<file path="config.mk">
export PLATFORM = sky130hd
export DESIGN_NAME = camera_trajectory_kalman_smoother
export DESIGN_NICKNAME = d
export VERILOG_FILES = /design/src/hw/rtl/ctks_pkg.sv /design/src/hw/rtl/ctks_ctrl.sv /design/src/hw/rtl/ctks_dpath.sv /design/src/hw/rtl/camera_trajectory_kalman_smoother.sv
export SDC_FILE = /design/constraint.sdc
export NUM_CORES = 2
export LEC_CHECK = 0
export BUFFER_PORTS_ARGS = -buffer_cell sky130_fd_sc_hd__buf_4
export CAP_MARGIN = 20
export CORE_ASPECT_RATIO = 1.1
export CORE_UTILIZATION = 46
export CTS_CLUSTER_SIZE = 16
export DETAILED_ROUTE_END_ITERATION = 10
export SLEW_MARGIN = 20
export SYNTH_ARGS = -nofsm -noshare
export SYNTH_HDL_FRONTEND = slang
export SYNTH_SLANG_ARGS = --single-unit
export TNS_END_PERCENT = 100
</file>
<file path="constraint.sdc">
create_clock -name clk -period 9.27 [get_ports clk]
set_input_delay 1.854 -clock clk [delete_from_list [all_inputs] [get_ports clk]]
set_output_delay 1.854 -clock clk [all_outputs]
set_load 0.1 [all_outputs]
</file>
<file path="src/hw/rtl/ctks_pkg.sv">
// ----------------------------------------------------------------------------
// Camera trajectory Kalman smoother: shared package
// Widths, reset values, datapath commands, controller states and the
// saturation helpers used by the controller, the datapath and the top level.
// ----------------------------------------------------------------------------
package ctks_pkg;

    // Fixed-point format and accumulator width.
    localparam int FRAC_BITS = 16;
    localparam int SUM_WIDTH = 48;

    // Field widths.
    localparam int DELTA_W = 32;
    localparam int ANGLE_W = 19;
    localparam int OUT_W   = 32;
    localparam int VAR_W   = 32;
    localparam int Q_W     = 16;
    localparam int R_W     = 24;

    // Gain computation widths.
    localparam int PP_W      = VAR_W + 1;
    localparam int DEN_W     = PP_W + 1;
    localparam int REM_W     = DEN_W + 1;
    localparam int K_W       = FRAC_BITS + 1;
    localparam int DIV_STEPS = K_W;
    localparam int CNT_W     = $clog2(DIV_STEPS);

    // Blend multiply widths: the difference is split into a low word and a high part.
    localparam int MAG_W    = SUM_WIDTH + 1;
    localparam int LO_W     = 32;
    localparam int HI_W     = MAG_W - LO_W;
    localparam int MUL_A_W  = PP_W;
    localparam int PROD_W   = MUL_A_W + K_W;
    localparam int HI_SHIFT = LO_W - FRAC_BITS;
    localparam int VAR_P_W  = PROD_W - FRAC_BITS;

    // Axes.
    localparam int AXES   = 3;
    localparam int AXIS_W = 2;

    // Stream packing.
    localparam int DX_LSB      = 0;
    localparam int DY_LSB      = DELTA_W;
    localparam int DA_LSB      = 2 * DELTA_W;
    localparam int IN_FIELDS_W = 2 * DELTA_W + ANGLE_W;
    localparam int IN_TDATA_W  = ((IN_FIELDS_W + 7) / 8) * 8;
    localparam int OUT_TDATA_W = AXES * OUT_W;

    // Configuration port.
    localparam int APB_AW = 3;
    localparam int APB_DW = 32;

    // Constants and reset values.
    localparam logic [K_W-1:0]   K_ONE     = K_W'(1) << FRAC_BITS;
    localparam logic [VAR_W-1:0] VAR_RESET = VAR_W'(1) << FRAC_BITS;
    localparam logic [Q_W-1:0]   Q_RESET   = Q_W'(262);
    localparam logic [R_W-1:0]   R_RESET   = R_W'(16384);
    localparam logic             REG_IDX_Q = 1'b0;
    localparam logic             REG_IDX_R = 1'b1;

    typedef logic signed [SUM_WIDTH-1:0] sum_t;
    typedef logic signed [DELTA_W-1:0]   delta_t;
    typedef logic signed [OUT_W-1:0]     out_t;

    // Datapath operations issued by the controller.
    typedef enum logic [3:0] {
        OP_NONE,
        OP_LOAD,
        OP_DIV_INIT,
        OP_DIV_STEP,
        OP_MAG,
        OP_MUL_LO,
        OP_MUL_HI,
        OP_SCALE_SUM,
        OP_EST,
        OP_MUL_VAR,
        OP_VAR,
        OP_ERR,
        OP_OUT
    } dp_op_t;

    // Controller states.
    typedef enum logic [3:0] {
        S_IDLE,
        S_DIV_INIT,
        S_DIV,
        S_MAG,
        S_MUL_LO,
        S_MUL_HI,
        S_SCALE_SUM,
        S_EST,
        S_VAR_MUL,
        S_VAR,
        S_ERR,
        S_OUT
    } state_t;

    typedef struct packed {
        dp_op_t            op;
        logic              first;
        logic [AXIS_W-1:0] axis;
    } cmd_t;

    typedef struct packed {
        logic out_stall;
    } status_t;

    // Clamp a sum that grew by one bit to the signed accumulator range.
    function automatic sum_t sat_sum(input logic signed [SUM_WIDTH:0] v);
        sum_t r;
        if (v[SUM_WIDTH] != v[SUM_WIDTH-1])
        begin
            r = v[SUM_WIDTH] ? {1'b1, {(SUM_WIDTH-1){1'b0}}} : {1'b0, {(SUM_WIDTH-1){1'b1}}};
        end
        else
        begin
            r = v[SUM_WIDTH-1:0];
        end
        return r;
    endfunction

    // Clamp a correction value to the signed output range.
    function automatic out_t sat_out(input logic signed [SUM_WIDTH+1:0] v);
        logic [SUM_WIDTH+2-OUT_W:0] up;
        out_t r;
        up = v[SUM_WIDTH+1:OUT_W-1];
        if ((&up) || !(|up))
        begin
            r = v[OUT_W-1:0];
        end
        else
        begin
            r = v[SUM_WIDTH+1] ? {1'b1, {(OUT_W-1){1'b0}}} : {1'b0, {(OUT_W-1){1'b1}}};
        end
        return r;
    endfunction

endpackage

</file>
<file path="src/hw/rtl/ctks_ctrl.sv">
// ----------------------------------------------------------------------------
// Camera trajectory Kalman smoother: controller
// Sequences one beat through load, gain division, per-axis blend, variance update and output
// (the first beat: load, error, output), issuing one datapath operation per cycle unless the output stalls.
// ----------------------------------------------------------------------------
module ctks_ctrl (
    input  logic               clk,
    input  logic               rst_n,
    input  logic               in_valid,
    output logic               in_ready,
    output ctks_pkg::cmd_t     cmd,
    input  ctks_pkg::status_t  status
);

    ctks_pkg::state_t                state_reg, state_next;
    logic [ctks_pkg::CNT_W-1:0]      cnt_reg, cnt_next;
    logic [ctks_pkg::AXIS_W-1:0]     axis_reg, axis_next;
    logic                            first_reg, first_next;

    // State and counters.
    always_ff @(posedge clk or negedge rst_n)
    begin
        if (!rst_n)
        begin
            state_reg <= ctks_pkg::S_IDLE;
            cnt_reg   <= '0;
            axis_reg  <= '0;
            first_reg <= 1'b1;
        end
        else
        begin
            state_reg <= state_next;
            cnt_reg   <= cnt_next;
            axis_reg  <= axis_next;
            first_reg <= first_next;
        end
    end

    // Next state and datapath commands.
    always_comb
    begin
        state_next = state_reg;
        cnt_next   = cnt_reg;
        axis_next  = axis_reg;
        first_next = first_reg;
        in_ready   = 1'b0;
        cmd.op     = ctks_pkg::OP_NONE;
        cmd.first  = first_reg;
        cmd.axis   = axis_reg;

        unique case (state_reg)
            ctks_pkg::S_IDLE:
            begin
                in_ready = 1'b1;
                if (in_valid)
                begin
                    cmd.op     = ctks_pkg::OP_LOAD;
                    first_next = 1'b0;
                    state_next = first_reg ? ctks_pkg::S_ERR : ctks_pkg::S_DIV_INIT;
                end
            end
            ctks_pkg::S_DIV_INIT:
            begin
                cmd.op     = ctks_pkg::OP_DIV_INIT;
                cnt_next   = ctks_pkg::CNT_W'(ctks_pkg::DIV_STEPS - 1);
                state_next = ctks_pkg::S_DIV;
            end
            ctks_pkg::S_DIV:
            begin
                cmd.op = ctks_pkg::OP_DIV_STEP;
                if (cnt_reg == '0)
                begin
                    axis_next  = '0;
                    state_next = ctks_pkg::S_MAG;
                end
                else
                begin
                    cnt_next = cnt_reg - 1'b1;
                end
            end
            ctks_pkg::S_MAG:
            begin
                cmd.op     = ctks_pkg::OP_MAG;
                state_next = ctks_pkg::S_MUL_LO;
            end
            ctks_pkg::S_MUL_LO:
            begin
                cmd.op     = ctks_pkg::OP_MUL_LO;
                state_next = ctks_pkg::S_MUL_HI;
            end
            ctks_pkg::S_MUL_HI:
            begin
                cmd.op     = ctks_pkg::OP_MUL_HI;
                state_next = ctks_pkg::S_SCALE_SUM;
            end
            ctks_pkg::S_SCALE_SUM:
            begin
                cmd.op     = ctks_pkg::OP_SCALE_SUM;
                state_next = ctks_pkg::S_EST;
            end
            ctks_pkg::S_EST:
            begin
                cmd.op = ctks_pkg::OP_EST;
                if (axis_reg == ctks_pkg::AXIS_W'(ctks_pkg::AXES - 1))
                begin
                    state_next = ctks_pkg::S_VAR_MUL;
                end
                else
                begin
                    axis_next  = axis_reg + 1'b1;
                    state_next = ctks_pkg::S_MAG;
                end
            end
            ctks_pkg::S_VAR_MUL:
            begin
                cmd.op     = ctks_pkg::OP_MUL_VAR;
                state_next = ctks_pkg::S_VAR;
            end
            ctks_pkg::S_VAR:
            begin
                cmd.op     = ctks_pkg::OP_VAR;
                state_next = ctks_pkg::S_ERR;
            end
            ctks_pkg::S_ERR:
            begin
                cmd.op     = ctks_pkg::OP_ERR;
                state_next = ctks_pkg::S_OUT;
            end
            ctks_pkg::S_OUT:
            begin
                // Wait for the output register to free up.
                if (!status.out_stall)
                begin
                    cmd.op     = ctks_pkg::OP_OUT;
                    state_next = ctks_pkg::S_IDLE;
                end
            end
            default:
            begin
                state_next = ctks_pkg::S_IDLE;
            end
        endcase
    end

endmodule

</file>
<file path="src/hw/rtl/ctks_dpath.sv">
// ----------------------------------------------------------------------------
// Camera trajectory Kalman smoother: datapath
// Holds the trajectory, estimate, variance and last good motion, a serial
// restoring divider for the gain, one shared multiplier and the output register.
// ----------------------------------------------------------------------------
module ctks_dpath (
    input  logic                                 clk,
    input  logic                                 rst_n,
    input  ctks_pkg::cmd_t                       cmd,
    output ctks_pkg::status_t                    status,
    input  logic [ctks_pkg::IN_TDATA_W-1:0]      in_data,
    input  logic                                 in_found,
    input  logic [ctks_pkg::Q_W-1:0]             q_noise,
    input  logic [ctks_pkg::R_W-1:0]             r_noise,
    output logic                                 out_valid,
    input  logic                                 out_ready,
    output logic [ctks_pkg::OUT_TDATA_W-1:0]     out_data
);

    // Filter state.
    ctks_pkg::sum_t   traj_reg [ctks_pkg::AXES];
    ctks_pkg::sum_t   traj_next [ctks_pkg::AXES];
    ctks_pkg::sum_t   est_reg [ctks_pkg::AXES];
    ctks_pkg::sum_t   est_next [ctks_pkg::AXES];
    ctks_pkg::delta_t good_reg [ctks_pkg::AXES];
    ctks_pkg::delta_t good_next [ctks_pkg::AXES];
    logic [ctks_pkg::VAR_W-1:0] var_reg, var_next;

    // Working registers.
    ctks_pkg::delta_t                  d_reg [ctks_pkg::AXES];
    ctks_pkg::delta_t                  d_next [ctks_pkg::AXES];
    logic signed [ctks_pkg::SUM_WIDTH:0] err_reg [ctks_pkg::AXES];
    logic signed [ctks_pkg::SUM_WIDTH:0] err_next [ctks_pkg::AXES];
    ctks_pkg::out_t                    res_reg [ctks_pkg::AXES];
    ctks_pkg::out_t                    res_next [ctks_pkg::AXES];
    logic [ctks_pkg::PP_W-1:0]         pp_reg, pp_next;
    logic [ctks_pkg::DEN_W-1:0]        den_reg, den_next;
    logic [ctks_pkg::REM_W-1:0]        rem_reg, rem_next;
    logic [ctks_pkg::K_W-1:0]          quo_reg, quo_next;
    logic [ctks_pkg::MAG_W-1:0]        mag_reg, mag_next;
    logic                              dir_reg, dir_next;
    logic [ctks_pkg::MAG_W-1:0]        scaled_reg, scaled_next;
    logic [ctks_pkg::PROD_W-1:0]       prod_reg, prod_next;
    logic                              out_valid_reg, out_valid_next;

    // Shared multiplier and gain.
    logic [ctks_pkg::MUL_A_W-1:0] mul_a;
    logic [ctks_pkg::K_W-1:0]     mul_b;
    logic [ctks_pkg::PROD_W-1:0]  mul_p;
    logic [ctks_pkg::K_W-1:0]     k_val;
    ctks_pkg::delta_t             d_in [ctks_pkg::AXES];

    assign k_val = (den_reg == '0) ? '0 : quo_reg;

    // Sign-extended input fields.
    assign d_in[0] = in_data[ctks_pkg::DX_LSB +: ctks_pkg::DELTA_W];
    assign d_in[1] = in_data[ctks_pkg::DY_LSB +: ctks_pkg::DELTA_W];
    assign d_in[2] = {{(ctks_pkg::DELTA_W - ctks_pkg::ANGLE_W)
                       {in_data[ctks_pkg::DA_LSB + ctks_pkg::ANGLE_W - 1]}},
                      in_data[ctks_pkg::DA_LSB +: ctks_pkg::ANGLE_W]};

    // Multiplier operand selection.
    always_comb
    begin
        mul_a = ctks_pkg::MUL_A_W'(mag_reg[ctks_pkg::LO_W-1:0]);
        mul_b = k_val;
        if (cmd.op == ctks_pkg::OP_MUL_HI)
        begin
            mul_a = ctks_pkg::MUL_A_W'(mag_reg[ctks_pkg::MAG_W-1:ctks_pkg::LO_W]);
        end
        else if (cmd.op == ctks_pkg::OP_MUL_VAR)
        begin
            mul_a = pp_reg;
            mul_b = ctks_pkg::K_ONE - k_val;
        end
    end

    assign mul_p = mul_a * mul_b;

    // Next-value logic for every datapath operation.
    always_comb
    begin
        ctks_pkg::delta_t                    d_sel;
        logic signed [ctks_pkg::SUM_WIDTH:0]   tsum;
        logic signed [ctks_pkg::MAG_W-1:0]     t_x;
        logic signed [ctks_pkg::MAG_W-1:0]     e_x;
        logic [ctks_pkg::REM_W-1:0]            rem_sub;
        logic                                  rem_ge;
        logic [ctks_pkg::PP_W-1:0]             pp_w;
        logic [ctks_pkg::PROD_W+ctks_pkg::HI_SHIFT-1:0] hi_part;
        logic [ctks_pkg::VAR_P_W-1:0]          p_full;
        logic signed [ctks_pkg::SUM_WIDTH+1:0] corr;

        traj_next      = traj_reg;
        est_next       = est_reg;
        good_next      = good_reg;
        var_next       = var_reg;
        d_next         = d_reg;
        err_next       = err_reg;
        res_next       = res_reg;
        pp_next        = pp_reg;
        den_next       = den_reg;
        rem_next       = rem_reg;
        quo_next       = quo_reg;
        mag_next       = mag_reg;
        dir_next       = dir_reg;
        scaled_next    = scaled_reg;
        prod_next      = prod_reg;
        out_valid_next = out_valid_reg && !out_ready;

        d_sel   = '0;
        tsum    = '0;
        t_x     = '0;
        e_x     = '0;
        rem_sub = '0;
        rem_ge  = 1'b0;
        pp_w    = '0;
        hi_part = '0;
        p_full  = '0;
        corr    = '0;

        unique case (cmd.op)
            ctks_pkg::OP_LOAD:
            begin
                // Pick the motion and add it into each trajectory.
                for (int i = 0; i < ctks_pkg::AXES; i++)
                begin
                    d_sel = in_found ? d_in[i] : good_reg[i];
                    d_next[i] = d_sel;
                    good_next[i] = d_sel;
                    tsum = {traj_reg[i][ctks_pkg::SUM_WIDTH-1], traj_reg[i]}
                         + {{(ctks_pkg::SUM_WIDTH + 1 - ctks_pkg::DELTA_W)
                             {d_sel[ctks_pkg::DELTA_W-1]}}, d_sel};
                    traj_next[i] = ctks_pkg::sat_sum(tsum);
                    if (cmd.first)
                    begin
                        est_next[i] = '0;
                    end
                end
                if (cmd.first)
                begin
                    var_next = ctks_pkg::VAR_RESET;
                end
            end
            ctks_pkg::OP_DIV_INIT:
            begin
                pp_w     = {1'b0, var_reg} + ctks_pkg::PP_W'(q_noise);
                pp_next  = pp_w;
                den_next = {1'b0, pp_w} + ctks_pkg::DEN_W'(r_noise);
                rem_next = ctks_pkg::REM_W'(pp_w);
                quo_next = '0;
            end
            ctks_pkg::OP_DIV_STEP:
            begin
                // One restoring step: one quotient bit per cycle.
                rem_ge   = rem_reg >= {1'b0, den_reg};
                rem_sub  = rem_ge ? (rem_reg - {1'b0, den_reg}) : rem_reg;
                rem_next = {rem_sub[ctks_pkg::REM_W-2:0], 1'b0};
                quo_next = {quo_reg[ctks_pkg::K_W-2:0], rem_ge};
            end
            ctks_pkg::OP_MAG:
            begin
                // Distance between trajectory and estimate, and its direction.
                t_x = {traj_reg[cmd.axis][ctks_pkg::SUM_WIDTH-1], traj_reg[cmd.axis]};
                e_x = {est_reg[cmd.axis][ctks_pkg::SUM_WIDTH-1], est_reg[cmd.axis]};
                dir_next = t_x >= e_x;
                mag_next = (t_x >= e_x) ? (t_x - e_x) : (e_x - t_x);
            end
            ctks_pkg::OP_MUL_LO:
            begin
                prod_next = mul_p;
            end
            ctks_pkg::OP_MUL_HI:
            begin
                scaled_next = ctks_pkg::MAG_W'(prod_reg >> ctks_pkg::FRAC_BITS);
                prod_next   = mul_p;
            end
            ctks_pkg::OP_SCALE_SUM:
            begin
                hi_part     = {prod_reg, {ctks_pkg::HI_SHIFT{1'b0}}};
                scaled_next = scaled_reg + hi_part[ctks_pkg::MAG_W-1:0];
            end
            ctks_pkg::OP_EST:
            begin
                // The step never overshoots the trajectory, so it stays in range.
                if (dir_reg)
                begin
                    est_next[cmd.axis] = est_reg[cmd.axis]
                                       + scaled_reg[ctks_pkg::SUM_WIDTH-1:0];
                end
                else
                begin
                    est_next[cmd.axis] = est_reg[cmd.axis]
                                       - scaled_reg[ctks_pkg::SUM_WIDTH-1:0];
                end
            end
            ctks_pkg::OP_MUL_VAR:
            begin
                prod_next = mul_p;
            end
            ctks_pkg::OP_VAR:
            begin
                p_full = prod_reg[ctks_pkg::PROD_W-1:ctks_pkg::FRAC_BITS];
                if (|p_full[ctks_pkg::VAR_P_W-1:ctks_pkg::VAR_W])
                begin
                    var_next = '1;
                end
                else
                begin
                    var_next = p_full[ctks_pkg::VAR_W-1:0];
                end
            end
            ctks_pkg::OP_ERR:
            begin
                for (int i = 0; i < ctks_pkg::AXES; i++)
                begin
                    err_next[i] = {est_reg[i][ctks_pkg::SUM_WIDTH-1], est_reg[i]}
                                - {traj_reg[i][ctks_pkg::SUM_WIDTH-1], traj_reg[i]};
                end
            end
            ctks_pkg::OP_OUT:
            begin
                for (int i = 0; i < ctks_pkg::AXES; i++)
                begin
                    corr = {err_reg[i][ctks_pkg::SUM_WIDTH], err_reg[i]}
                         + {{(ctks_pkg::SUM_WIDTH + 2 - ctks_pkg::DELTA_W)
                             {d_reg[i][ctks_pkg::DELTA_W-1]}}, d_reg[i]};
                    res_next[i] = ctks_pkg::sat_out(corr);
                end
                out_valid_next = 1'b1;
            end
            default:
            begin
            end
        endcase
    end

    // State registers with reset values.
    always_ff @(posedge clk or negedge rst_n)
    begin
        if (!rst_n)
        begin
            for (int i = 0; i < ctks_pkg::AXES; i++)
            begin
                traj_reg[i] <= '0;
                est_reg[i]  <= '0;
                good_reg[i] <= '0;
            end
            var_reg       <= ctks_pkg::VAR_RESET;
            out_valid_reg <= 1'b0;
        end
        else
        begin
            traj_reg      <= traj_next;
            est_reg       <= est_next;
            good_reg      <= good_next;
            var_reg       <= var_next;
            out_valid_reg <= out_valid_next;
        end
    end

    // Working registers, no reset needed.
    always_ff @(posedge clk)
    begin
        d_reg      <= d_next;
        err_reg    <= err_next;
        res_reg    <= res_next;
        pp_reg     <= pp_next;
        den_reg    <= den_next;
        rem_reg    <= rem_next;
        quo_reg    <= quo_next;
        mag_reg    <= mag_next;
        dir_reg    <= dir_next;
        scaled_reg <= scaled_next;
        prod_reg   <= prod_next;
    end

    assign out_valid        = out_valid_reg;
    assign status.out_stall = out_valid_reg && !out_ready;
    assign out_data         = {res_reg[2], res_reg[1], res_reg[0]};

endmodule

</file>
<file path="src/hw/rtl/camera_trajectory_kalman_smoother.sv">
// ----------------------------------------------------------------------------
// Camera trajectory Kalman smoother: top level
// Each beat runs to the output register before the next is taken; the 17-step
// serial gain divider and the blend per axis (magnitude, low and high multiply,
// scale sum, estimate) on one shared multiplier set the pace. The first beat
// after reset skips the division, the blend and the variance update.
// A new beat is taken while the previous output beat still waits.
// Reset (rst_n low, asynchronous) clears trajectory, estimate and last motion,
// sets the variance to one and the noise registers to their defaults.
// ----------------------------------------------------------------------------
module camera_trajectory_kalman_smoother (
    input  logic                                clk,
    input  logic                                rst_n,
    // Input stream.
    input  logic                                s_axis_tvalid,
    output logic                                s_axis_tready,
    // delta_x [31:0], delta_y [63:32], delta_angle [82:64], zero pad [87:83]
    input  logic [ctks_pkg::IN_TDATA_W-1:0]     s_axis_tdata,
    // transform_found [0]
    input  logic                                s_axis_tuser,
    // Output stream.
    output logic                                m_axis_tvalid,
    input  logic                                m_axis_tready,
    // corrected_dx [31:0], corrected_dy [63:32], corrected_angle [95:64]
    output logic [ctks_pkg::OUT_TDATA_W-1:0]    m_axis_tdata,
    // Configuration port.
    input  logic                                psel,
    input  logic                                penable,
    input  logic                                pwrite,
    input  logic [ctks_pkg::APB_AW-1:0]         paddr,
    input  logic [ctks_pkg::APB_DW-1:0]         pwdata,
    output logic [ctks_pkg::APB_DW-1:0]         prdata,
    output logic                                pready
);

    ctks_pkg::cmd_t             cmd;
    ctks_pkg::status_t          dp_status;
    logic [ctks_pkg::Q_W-1:0]   q_reg, q_next;
    logic [ctks_pkg::R_W-1:0]   r_reg, r_next;
    logic                       cfg_write;

    // Noise registers.
    assign pready    = 1'b1;
    assign cfg_write = psel && penable && pwrite && pready;

    always_comb
    begin
        q_next = q_reg;
        r_next = r_reg;
        if (cfg_write)
        begin
            unique case (paddr[2])
                ctks_pkg::REG_IDX_Q: q_next = pwdata[ctks_pkg::Q_W-1:0];
                ctks_pkg::REG_IDX_R: r_next = pwdata[ctks_pkg::R_W-1:0];
                default:
                begin
                end
            endcase
        end
    end

    always_ff @(posedge clk or negedge rst_n)
    begin
        if (!rst_n)
        begin
            q_reg <= ctks_pkg::Q_RESET;
            r_reg <= ctks_pkg::R_RESET;
        end
        else
        begin
            q_reg <= q_next;
            r_reg <= r_next;
        end
    end

    // Register read back.
    always_comb
    begin
        unique case (paddr[2])
            ctks_pkg::REG_IDX_Q: prdata = ctks_pkg::APB_DW'(q_reg);
            ctks_pkg::REG_IDX_R: prdata = ctks_pkg::APB_DW'(r_reg);
            default:             prdata = '0;
        endcase
    end

    // Controller.
    ctks_ctrl u_ctrl (
        .clk      (clk),
        .rst_n    (rst_n),
        .in_valid (s_axis_tvalid),
        .in_ready (s_axis_tready),
        .cmd      (cmd),
        .status   (dp_status)
    );

    // Datapath.
    ctks_dpath u_dpath (
        .clk       (clk),
        .rst_n     (rst_n),
        .cmd       (cmd),
        .status    (dp_status),
        .in_data   (s_axis_tdata),
        .in_found  (s_axis_tuser),
        .q_noise   (q_reg),
        .r_noise   (r_reg),
        .out_valid (m_axis_tvalid),
        .out_ready (m_axis_tready),
        .out_data  (m_axis_tdata)
    );

    // A beat is loaded only when it is really accepted on the input port.
    assert property (@(posedge clk) disable iff (!rst_n)
        (cmd.op == ctks_pkg::OP_LOAD) |-> (s_axis_tvalid && s_axis_tready))
    else $error("datapath load without an accepted input beat");

    // After an accepted beat the block is not ready again in the next cycle.
    assert property (@(posedge clk) disable iff (!rst_n)
        (s_axis_tvalid && s_axis_tready) |=> !s_axis_tready)
    else $error("input accepted again right after a beat");

    // A new result never overwrites an output beat that is still stalled.
    assert property (@(posedge clk) disable iff (!rst_n)
        (cmd.op == ctks_pkg::OP_OUT) |-> !(m_axis_tvalid && !m_axis_tready))
    else $error("output register overwritten while stalled");

endmodule

</file>
==> flow_summary.rst <==
.. list-table::
   :header-rows: 1

   * - Metric
     - Value
   * - Run status
     - completed
   * - Clock insertion delay at the later pin of the skew report
     - 0.84 ns
   * - Router iterations before antenna repair
     - 6
   * - Worst Reg-to-Reg Cells
     - 35
   * - Count of endpoints failing setup in the final report
     - 0
   * - Share of final-layout standard cells stronger than drive strength 1
     - 0.102
   * - Dominant cell by count in the synthesized netlist
     - sky130_fd_sc_hd__inv_1
   * - Min-Delay Endpoint
     - u_dpath.good_reg[1]$_DFFE_PN0P_
   * - Slowest-stage cell, CP
     - sky130_fd_sc_hd__or4b_2
   * - Overall overflow remaining after global route
     - 0
   * - Buffers from clock root to sink, at most
     - 3
   * - Antenna violation net count after detailed routing
     - 0
   * - Dominant combinational cell family by area after synthesis
     - adder cells
   * - Fin area
     - 0.112 mm2
   * - Count of port buffers added during placement
     - 237
   * - Flip-flop count of the largest register, all copies and words added
     - 147
   * - Seq/Total Area, Yosys
     - 0.295
   * - Hold_buf cts
     - 0
   * - Predominant post-synthesis flop cell
     - sky130_fd_sc_hd__edfxtp_1
   * - Synthesized-area fraction occupied by adder cells
     - 0.201
   * - H-tree level count
     - 4
   * - Avg Vias per Cell
     - 5.97
   * - CP Class
     - reg -> reg
   * - Register bit count reported by yosys
     - 1075
   * - Simple-Gate Fraction of Synth Area
     - 0.143
   * - Number of maximum-capacitance constraint violations
     - 0
   * - Inserted Clock Buffers
     - 134
   * - Highest fanout seen on the critical path
     - 6
   * - Most frequent cells after synthesis
     - 1193 x sky130_fd_sc_hd__inv_1, 981 x sky130_fd_sc_hd__a21oi_1, 972 x sky130_fd_sc_hd__nand2_1, 903 x sky130_fd_sc_hd__nor2_1, 860 x sky130_fd_sc_hd__ha_1
   * - Row cnt
     - 180
   * - Hold path depth
     - 2
   * - Setup tns final
     - 0 ns
   * - Count of clock tree sinks
     - 1075
   * - Tmin final
     - 8.92 ns
   * - Aggregate routed wire length
     - 370000 um
   * - Clk slew on worst S/H paths
     - 0.06 ns
   * - Final count of hold timing violations
     - 0
   * - Startpoint of the lowest-slack hold path
     - u_dpath.good_reg[1]$_DFFE_PN0P_
   * - Antenna violations before repair
     - 18
   * - Global router's overall resource usage
     - 0.327
   * - Family of cells with the greatest summed delay on the critical path
     - adder cells
   * - Clock root buffer
     - sky130_fd_sc_hd__clkbuf_16
   * - Critical Path Most Common Cell
     - sky130_fd_sc_hd__fa_1
   * - Capture point of the worst reg-to-reg path
     - u_dpath.prod_reg[38]$_DFFE_PP_
   * - Post-Synthesis Cell Area
     - 0.101 mm2
   * - Critical path capture point type
     - flip-flop
   * - Die height
     - 494 um
   * - Register-to-Register Setup Slack
     - 0.35 ns
   * - Required time of the worst setup path
     - 9.83 ns
   * - Headroom to the max-slew limit
     - 0.120
   * - Die Wd
     - 450 um
   * - Worst Tran Pin Value
     - 1.31 ns
   * - Unrepaired setup endpoints after global routing
     - no
   * - Count of final max-slew check failures
     - 0
   * - Number of flops mapped to enable cells by yosys
     - 606
   * - Final GP Congestion
     - 1.10
   * - Area growth from synthesis to layout
     - 10.7%
   * - Wire length of the first global-routing pass
     - 545000 um
   * - Clock tree from TritonCTS
     - done
   * - DRC violation count after routing
     - 0
   * - Dpl cell area
     - 0.107 mm2
   * - Post-synthesis share of cell area spent on xor and xnor gates
     - 0.0528
   * - DIE AREA
     - 0.222 mm2
   * - Core outline area
     - 0.219 mm2
   * - DR WL/cell
     - 25.2 um
   * - Critical path launch point type
     - flip-flop
   * - Share of the synthesized area in compound gates (AO/OA/AOI/OAI)
     - 0.197
   * - Initial cell density of the core
     - 0.463
   * - Library cells used by synthesis
     - 123
   * - Final cycle utilization of the critical path
     - 0.962
   * - Biggest cell delay along the critical path
     - 0.66 ns
   * - Synthesis warning total
     - 0
   * - Via count of the first global-routing pass
     - 85600
   * - Largest area contributor in the synthesized netlist
     - sky130_fd_sc_hd__edfxtp_1
   * - Share of the synthesized area in the top cell type
     - 0.179
   * - Data arrival at the endpoint of the critical path
     - 9.48 ns
   * - Asr flop ratio synth
     - 0.436
   * - Cell types with the largest area share after synthesis
     - sky130_fd_sc_hd__edfxtp_1 18%, sky130_fd_sc_hd__dfrtp_1 11%, sky130_fd_sc_hd__ha_1 11%
   * - Mux cell area share after synthesis
     - 0.0443
   * - Beginning of the worst register-to-register path
     - u_dpath.den_reg[18]$_DFFE_PN_
   * - Post-DP HPWL
     - 298000 um
   * - Setup clock skew after layout
     - 0.0394 ns
   * - Avg Synthesized Cell Area
     - 8.85 um2
   * - Count of buffering cells on the critical path with inverters included
     - 7
   * - Class of the tightest hold or removal check
     - reg -> reg
   * - Instance count of the mapped netlist
     - 11500
   * - Maximum number of pins on one net before global-route repair
     - 132
   * - Number of ports placed on the die boundary
     - 262
   * - Overall via count from detail_route
     - 87400
   * - DR iter-0 viols
     - 7517
   * - Highest attainable clock frequency
     - 0.112 GHz
   * - Net count reported at finish
     - 13100
==> stage by stage <==
stage | hold WS, ns | setup slack (ns) | util | cells
6_report | 0.481 | 0.353 | 0.513 | 14600
5_1_grt | 0.500 | 0.00824 | 0.513 | 14600
4_1_cts | 0.483 | 0.0187 | 0.512 | 14600
3_5_place_dp | 0.469 | -0.0818 | 0.490 | 14400
3_3_place_gp | 0.464 | -0.0725 | 0.490 | 14400
2_1_floorplan | 0.449 | 0.0105 | - | 11500
==> layout make-up <==
class,instances,area [um2]
fillers,20500,107000
multi-input cells,8678,65200
flip-flops and latches,1075,29900
inverters,1195,4490
repair buffers,529,4170
clock buffers,178,3860
well taps,2912,3640
clock inverters,70,835
diodes,8,20.0
==> tightest hold or removal path: stages, from the launching register on <==
cell                      delay, ns
sky130_fd_sc_hd__dfrtp_1       0.34
sky130_fd_sc_hd__nand2_1       0.05
sky130_fd_sc_hd__o21ai_0       0.06
==> layout by cell type (no fill, tap or decap), drive strengths merged, types with 416 or more instances in the layout <==
master | Yosys | final
a21oi | 985 | 985
buf | 109 | 528
dfrtp | 463 | 463
edfxtp | 606 | 606
fa | 481 | 481
ha | 860 | 860
inv | 1195 | 1209
nand2 | 974 | 974
nor2 | 903 | 903
o21ai | 719 | 719
xnor2 | 416 | 416
==> routing by layer <==
layer | global-route usage | share of wire
met1 | 0.402 | 0.40
met2 | 0.529 | 0.46
met3 | 0.0426 | 0.058
met4 | 0.235 | 0.086
met5 | 0 | 0.00016
==> logic make-up (layout without fill, tap and decap cells) <==
| kind of cell | Yosys count | count (layout) |
|---|---|---|
| AOI/OAI and AO/OA | 3175 | 3175 |
| adders and majority gates | 1342 | 1342 |
| xor gates and xnor gates | 611 | 611 |
| buffers and inverters | 1713 | 1972 |
| muxes | 419 | 419 |
| and+or+nand+nor | 3121 | 3121 |
| other | 2 | 18 |
| DFF | 1075 | 1075 |
==> worst max-delay path by stage <==
stage / startpoint / end / slack (ns) / cells past startpoint
after global placement: u_dpath.den_reg[18]$_DFFE_PN_ / u_dpath.prod_reg[38]$_DFFE_PP_ / -0.07 / 36
final: u_dpath.den_reg[18]$_DFFE_PN_ / u_dpath.prod_reg[38]$_DFFE_PP_ / 0.35 / 35
after floorplan: u_dpath.den_reg[12]$_DFFE_PN_ / u_dpath.prod_reg[38]$_DFFE_PP_ / 0.01 / 40
after CTS: u_dpath.den_reg[18]$_DFFE_PN_ / u_dpath.prod_reg[38]$_DFFE_PP_ / 0.02 / 36
after detailed placement: u_dpath.den_reg[18]$_DFFE_PN_ / u_dpath.prod_reg[38]$_DFFE_PP_ / -0.08 / 36
after global routing: u_dpath.den_reg[30]$_DFFE_PN_ / u_dpath.prod_reg[38]$_DFFE_PP_ / 0.008 / 36
==> what timing repair did <==
action                     4_1_cts  5_1_grt
setup endpoints to repair        5       16
gates resized for setup          1       26
pin swaps                        0        8
setup buffers                    0        3
cloned                           0        1
Power is left out: the tool's default activity adds up to more than one toggle a clock period on the data nets, which glitch-free logic cannot reach.
